==> config.mk <==
export PLATFORM = sky130hd
export DESIGN_NAME = cvc_cell
export DESIGN_NICKNAME = d
export VERILOG_FILES = /design/src/constant_verification_cam_defines.svh /design/src/cvc_pkg.sv /design/src/cvc_cell.sv
export SDC_FILE = /design/constraint.sdc
export NUM_CORES = 1
export LEC_CHECK = 0
export BUFFER_PORTS_ARGS = -buffer_cell sky130_fd_sc_hd__buf_4
export CAP_MARGIN = 20
export CORE_MARGIN = 1.5
export CORE_UTILIZATION = 54
export CTS_CLUSTER_DIAMETER = 200
export CTS_CLUSTER_SIZE = 24
export DETAILED_ROUTE_END_ITERATION = 8
export HOLD_SLACK_MARGIN = 0.05
export PLACE_DENSITY = 0.76
export SLEW_MARGIN = 15
export SYNTH_ARGS = -nofsm -noshare
export SYNTH_HDL_FRONTEND = slang
export SYNTH_SLANG_ARGS = --single-unit
==> constraint.sdc <==
create_clock -name clk -period 10.7 [get_ports clk]
set_input_delay 1.07 -clock clk [delete_from_list [all_inputs] [get_ports clk]]
set_output_delay 1.07 -clock clk [all_outputs]
set_load 0.02 [all_outputs]
==> src/constant_verification_cam_defines.svh <==
// Assertion macros shared by the constant verification CAM.
// Taken in by `include from the top level; depends on nothing else.
`ifndef CONSTANT_VERIFICATION_CAM_DEFINES_SVH
`define CONSTANT_VERIFICATION_CAM_DEFINES_SVH

// Same-cycle implication, checked outside reset.
`define CVC_ASSERT_IMPLY(label, clk, rst, ante, cons) \
  label: assert property (@(posedge clk) disable iff (rst) (ante) |-> (cons)) \
    else $error("constant verification CAM: same-cycle check failed");

// Next-cycle implication, checked outside reset.
`define CVC_ASSERT_NEXT(label, clk, rst, ante, cons) \
  label: assert property (@(posedge clk) disable iff (rst) (ante) |=> (cons)) \
    else $error("constant verification CAM: next-cycle check failed");

`endif

==> src/cvc_pkg.sv <==
// Shared types and constants of the constant verification CAM.
// Used by cvc_cell and constant_verification_cam; depends on nothing.
`default_nettype none

package cvc_pkg;

  localparam int THREAD_W   = 2;
  localparam int THREADS    = 1 << THREAD_W;
  localparam int ENTRIES    = 16;
  localparam int ADDR_W     = 48;
  localparam int INDEX_BITS = 10;
  localparam int CNT_W      = 5;

  typedef enum logic [1:0] {
    OP_STORE  = 2'd0,
    OP_CHECK  = 2'd1,
    OP_INSERT = 2'd2,
    OP_NONE   = 2'd3
  } op_t;

  typedef struct packed {
    logic compact;
    logic shift;
    logic write;
  } cell_ctl_t;

endpackage

`default_nettype wire

==> src/cvc_cell.sv <==
// One slot position of the table, holding that slot for every thread.
// Depends on cvc_pkg; chained by constant_verification_cam.
`default_nettype none

module cvc_cell (
  input  wire logic                             clk,
  input  wire logic [cvc_pkg::THREAD_W-1:0]     thread,
  input  wire cvc_pkg::cell_ctl_t               ctl,
  input  wire logic                             valid,
  input  wire logic [cvc_pkg::ADDR_W-1:0]       address,
  input  wire logic [cvc_pkg::INDEX_BITS-1:0]   lvpt_index,
  input  wire logic [cvc_pkg::ADDR_W-1:0]       up_addr,
  input  wire logic [cvc_pkg::INDEX_BITS-1:0]   up_idx,
  input  wire logic                             seen_in,
  output logic                                  seen_out,
  output logic                                  hit,
  output logic [cvc_pkg::ADDR_W-1:0]            out_addr,
  output logic [cvc_pkg::INDEX_BITS-1:0]        out_idx
);

  logic [cvc_pkg::ADDR_W-1:0]     addr_q [cvc_pkg::THREADS];
  logic [cvc_pkg::INDEX_BITS-1:0] idx_q  [cvc_pkg::THREADS];
  logic                           addr_eq;
  logic                           take_up;

  assign out_addr = addr_q[thread];
  assign out_idx  = idx_q[thread];
  assign addr_eq  = valid && (out_addr == address);
  assign hit      = addr_eq && (out_idx == lvpt_index);
  assign seen_out = seen_in || addr_eq;
  assign take_up  = ctl.shift || (ctl.compact && seen_out);

  always_ff @(posedge clk) begin
    if (ctl.write) begin
      addr_q[thread] <= address;
      idx_q[thread]  <= lvpt_index;
    end else if (take_up) begin
      addr_q[thread] <= up_addr;
      idx_q[thread]  <= up_idx;
    end
  end

endmodule

`default_nettype wire

==> qor.yml, run 1 <==
stdcell_area_um2: 14000
io_buffers: 183
numCtsBuffers: 13
crit_path_frequent_cell: "buf_4"
yosysSeqAreaShare_pct: 56.9
post_cts_buffers: 0
synth_fp_nets: 1051
ys.flop_type: "edfxtp_1"
synthCells: 927
post_synth.cell_area_avg_um2: 13.2
worst_setup_path_end_kind: "flop"
outcome: "completed"
synth_edf_count: 232
drtAntennaViolNets: 0
cp_cell_sequence: "buf_4 -> buf_4 -> mux4_2 -> o2bb2ai_1 -> nor4_1 -> nand4b_1 -> or4_2 -> o31a_4 -> a211oi_4 -> buf_4"
worst_pin_slew_ns: 1.09
startpoint_type: "input port"
drive_gt1_share_pct: 25.5
maxCapViolCount: 0
clock_latency_ns: 0.49
drt-total-wl_mm: 32.6
fillers: 1673
dr.pass1.iters: 5
core-area_um2: 22000
cts_resized: 0
period_needed_ns: 6.83
place_hpwl_mm: 21.4
setup_violations: 0
wire_per_inst_um: 24.3
ys_ff_latch: 232
die-area_um2: 23600
synth_cell_types: 57
grt_pass1_wl_mm: 49.5
crit_slowest_cell: "a211oi_4"
drt_iter0_markers: 817
path_max_fanout: 62
cts_root_buf: "clkbuf_16"
clock_sinks: 232
final_common_cell: "edfxtp_1"
grt_max_degree: 99
cp.required_ns: 10.82
rows: 54
async_flop_share_pct: 0
drv_slew: 0
cts_tree: "built"
drc: 0
netlist_area_um2: 12200
place_area_um2: 13600
via_per_inst: 6.56
num_vias: 8784
layout_common_cells: "232 x edfxtp_1, 194 x buf_4, 69 x nor3b_1"
syn_to_final_growth_pct: 14.3
irDropWorstVdd_mv: 0.101
r2r_slack_ns: 5.72
clockBufferDepth: 3
initial_core_util_pct: 55.6
p_per_area_nw_per_um2: 146
crit_type: "in2reg"
crit_family: "buffers and inverters"
regArea_um2: 6970
finish.net_count: 1183
io_pins: 184
antenna_cells: 0
ys_warn_count: 0
path_buf_inv: 3
path_clk_slew_ns: 0.08
chipHeight_um: 154
multi_input_area_um2: 4630
overflow: 0
holdBufCountCts: 0
die_w_um: 154
cellLeakagePower_nw: 4.86
cp.arrival_ns: 6.95
slew_headroom_pct: 27.0
fmax_ghz: 0.146
finalSetupTns_ns: 0
critPathMaxStageDelay_ns: 0.94
hold_path_class: "in2reg"
place.gp.congestion: 0.916
htreeDepth: 1
grt_antenna_before_repair: 0
grt_pass1_vias: 8384
finalHoldViolCount: 0
fin_crit_sh_pct: 63.8
grtUsageTotal_pct: 27.5
rsz0062_at_grt: "false"
clock_skew_ns: 0.0228
-- worst min-delay path: stages --
cell      delay (ns)
buf_4           0.10
a21oi_1         0.06
o311ai_1        0.11
-- area by class of cell --
class,count,share of cell area (%)
Timing Repair Buffer,194,10.4
Clock inverter,2,0.125
Tap cell,280,2.50
Inverter,65,1.74
Sequential cell,232,49.8
Clock buffer,13,2.33
Multi-Input combinational cell,553,33.1
-- power by group --
part           switching (mW)  internal [mW]
combinational           0.255          0.173
sequential             0.0207           1.09
clock                   0.272          0.223
-- per-stage QoR --
stage                     hold WS (ns)  setup slack (ns)  utilization (%)  cells  total power, mW
after floorplan                   1.23              2.11                -    927             1.39
after global placement            1.48              3.41             62.0   1324             1.55
after detailed placement          1.48              3.38             62.0   1324             1.56
after CTS                        0.978              3.85             63.5   1339             2.04
after global routing              1.01              3.50             63.5   1339             2.10
final                            0.984              3.87             63.5   1339             2.04
-- kinds of logic (layout without fill, tap and decap cells) --
group / Yosys count / after routing / synth area share, %
AOI/OAI and AO/OA: 237 / 237 / 12.8
and+or+nand+nor: 173 / 173 / 8.69
xor gates and xnor gates: 42 / 42 / 3.00
DFF: 232 / 232 / 56.9
muxes: 101 / 101 / 12.9
buffers and inverters: 142 / 274 / 5.69
-- sequential cells by signal, summed over array words and instances (netlist names) --
| signal | flops |
|---|---|
| idx_q | 40 |
| addr_q | 192 |
-- cell usage after synthesis (4+ instances only) --
master,number,area (um2)
a21oi_1,59,295
buf_1,6,22.5
buf_12,4,80.1
buf_2,7,35.0
buf_6,12,135
clkbuf_1,48,180
edfxtp_1,232,6970
inv_1,64,240
mux2_2,7,78.8
mux2i_1,47,470
mux4_2,44,991
nand2_1,18,67.6
nand2b_1,5,31.3
nand3_1,4,20.0
nand4_1,10,62.6
nor2_1,15,56.3
nor3_1,33,165
nor3b_1,69,518
nor4_1,6,37.5
o211ai_1,20,150
o21ai_0,64,320
o22ai_1,10,62.6
o2bb2ai_1,7,61.3
o311ai_1,46,403
xnor2_1,36,315
xor2_1,6,52.6
-- per-layer routing --
layer  vias up  track usage [%]  wire length (um)
met3        66             4.74              3460
met5         -                0                 0
met4         0             8.65              1030
met1      4271             38.2             12400
li1       3922                -                 -
met2       525             44.7             15600
-- path summary, 6_finish.rpt --
kind,end,depth (start not counted),startpoint
worst max-delay path,addr_q[0][14],10,thread[0]
worst min-delay path,addr_q[3][25],3,address[25]
worst max register to register,addr_q[0][14],8,addr_q[2][9]
worst min register to register,addr_q[2][4],8,addr_q[2][29]
(Power assumes the default switching activity.)
==> run 2, diff against run 1 <==
--- a/config.mk
+++ b/config.mk
@@ -8,12 +8,12 @@
 export BUFFER_PORTS_ARGS = -buffer_cell sky130_fd_sc_hd__buf_4
 export CAP_MARGIN = 20
 export CORE_MARGIN = 1.5
-export CORE_UTILIZATION = 54
+export CORE_UTILIZATION = 52
 export CTS_CLUSTER_DIAMETER = 200
 export CTS_CLUSTER_SIZE = 24
 export DETAILED_ROUTE_END_ITERATION = 8
 export HOLD_SLACK_MARGIN = 0.05
-export PLACE_DENSITY = 0.76
+export PLACE_DENSITY = 0.77
 export SLEW_MARGIN = 15
 export SYNTH_ARGS = -nofsm -noshare
 export SYNTH_HDL_FRONTEND = slang
==> constraint.sdc (replaced) <==
create_clock -name clk -period 5.96 [get_ports clk]
set_input_delay 0.596 -clock clk [delete_from_list [all_inputs] [get_ports clk]]
set_output_delay 0.596 -clock clk [all_outputs]
set_load 0.02 [all_outputs]
==> run 2 against run 1 <==
Worst setup slack got worse by 2.6 ns; non-clock buffer count increased by 10; core utilization decreased by 1.6 points; sequential cell count unchanged; via count increased by 2.4%; critical path depth decreased by 1; clock power increased by 83%; total power increased by 81%; hold slack got worse by 0.46 ns; first-iteration DRC count increased by 39%; sequential share of layout area decreased by 0.51 points.
==> qor.yml, run 2 (same netlist as run 1, synthesis figures left out) <==
stdcell_area_um2: 14100  # +1.0%
drtAntennaViolNets: 0  # unchanged
overflow: 0  # unchanged
clockBufferDepth: 3  # unchanged
path_clk_slew_ns: 0.10  # +0.02 ns
wire_per_inst_um: 24.6  # +1.2%
finalHoldViolCount: 0  # unchanged
post-route-util_pct: 61.9  # -1.6 points
core-area_um2: 22800  # +3.7%
fin_crit_sh_pct: 78.2
rsz0062_at_grt: "false"
startpoint_type: "input port"
numCtsBuffers: 13  # unchanged
grt_max_degree: 73  # -26%
clock_sinks: 232  # unchanged
fmax_ghz: 0.215
worst_pin_slew_ns: 0.957  # -0.138 ns
initial_core_util_pct: 53.6  # -2.0 points
post_cts_buffers: 0  # unchanged
htreeDepth: 1  # unchanged
outcome: "completed"
slew_headroom_pct: 36.2  # +9.2 points
antenna_cells: 0  # unchanged
drt_iter0_markers: 1136  # +39%
worst_setup_path_end_kind: "output port"
dr.pass1.iters: 5  # unchanged
clock_skew_ns: 0.0169  # -0.00595 ns
drive_gt1_share_pct: 26.2  # +0.70 points
rows: 55  # +1.9%
cellLeakagePower_nw: 4.92  # +1.2%
path_max_fanout: 69  # +11%
setup_violations: 0  # unchanged
chipHeight_um: 156  # +1.9%
cts_tree: "built"
regArea_um2: 6970  # unchanged
drv_slew: 0  # unchanged
met2_usage_pct: 46.5  # +1.8 points
via_per_inst: 6.51  # -0.82%
place_area_um2: 13800  # +1.1%
cts_root_buf: "clkbuf_16"
place_hpwl_mm: 22.9  # +6.8%
holdBufCountCts: 0  # unchanged
p_per_area_nw_per_um2: 261  # +79%
max_flop_register: "addr_q"
grtUsageMet3_pct: 5.79  # +1.1 points
clock_latency_ns: 0.49  # about the same
largest_register_ffs: 192  # unchanged
cp.required_ns: 5.36  # -5.46 ns
die-area_um2: 24500  # +3.8%
drc: 0  # unchanged
use_met1_pct: 38.1  # -0.12 points
crit_type: "in2out"
io_pins: 184  # unchanged
io_buffers: 183  # unchanged
grt_pass1_wl_mm: 51.7  # +4.3%
finish.net_count: 1193  # +0.85%
cp.arrival_ns: 4.06  # -2.89 ns
fillers: 1789  # +6.9%
cts_resized: 0  # unchanged
reg_top3: "addr_q (192), idx_q (40)"
drt-total-wl_mm: 34.0  # +4.4%
period_needed_ns: 4.66
grt_antenna_before_repair: 0  # unchanged
num_vias: 8992  # +2.4%
hold_path_class: "in2reg"
grt_pass1_vias: 8687  # +3.6%
layout_common_cells: "232 x edfxtp_1, 201 x buf_4, 69 x nor3b_1"
final_common_cell: "edfxtp_1"
multi_input_area_um2: 4630  # unchanged
irDropWorstVdd_mv: 0.146  # +45%
grtUsageTotal_pct: 28.2  # +0.72 points
die_w_um: 156  # +1.9%
syn_to_final_growth_pct: 15.4
place.gp.congestion: 0.920  # +0.40%
maxCapViolCount: 0  # unchanged
grt.busiest_layer: "met2"
==> run 2: critical path: stages <==
cell,delay [ns]
buf_4,0.70
mux4_2,0.46
xnor2_1,0.39
nand4_1,0.18
or4bb_1,0.55
nor4b_1,0.40
nand4_1,0.27
nor3_1,0.26
buf_4,0.17
==> run 2: area by class of cell <==
cell class	instances	share of cell area [%]
clock inverter	2	0.124
timing repair buffer	204	11.0
inverter	65	1.73
multi-input combinational	553	32.8
tap	313	2.77
clock buffer	13	2.30
sequential	232	49.3
==> run 2: where the power goes <==
part | leakage, nW | switching [mW] | internal, mW
Sequential | 2.17 | 0.0369 | 1.96
Combinational | 2.58 | 0.465 | 0.317
Clock | 0.169 | 0.502 | 0.400
==> run 2: final timing paths <==
check / startpoint / to / slack [ns] / cells after the start
setup / recovery: thread[1] / hit / 1.30 / 9
hold / removal: address[3] / addr_q[3][3] / 0.52 / 3
setup reg to reg: addr_q[1][29] / addr_q[2][18] / 1.70 / 8
hold reg to reg: addr_q[2][29] / addr_q[0][6] / 1.95 / 8
==> run 2: routing by layer <==
metal	part of all wire, %	vias up	wire, um
li1	-	3937	-
met1	38	4426	12800
met2	48	556	16500
met3	11	73	3620
met4	3.3	0	1120
met5	0	-	0
==> run 2: metrics by stage <==
stage | setup slack [ns] | setup TNS, ns | hold WS (ns) | power [mW] | std cells
3_3_place_gp | 0.965 | 0 | 1.01 | 2.79 | 1367
2_1_floorplan | -0.639 | -74.18 | 0.861 | 2.50 | 927
6_report | 1.30 | 0 | 0.519 | 3.68 | 1382
4_1_cts | 1.34 | 0 | 0.503 | 3.68 | 1382
3_5_place_dp | 0.920 | 0 | 1.01 | 2.81 | 1367
5_1_grt | 1.15 | 0 | 0.533 | 3.80 | 1382
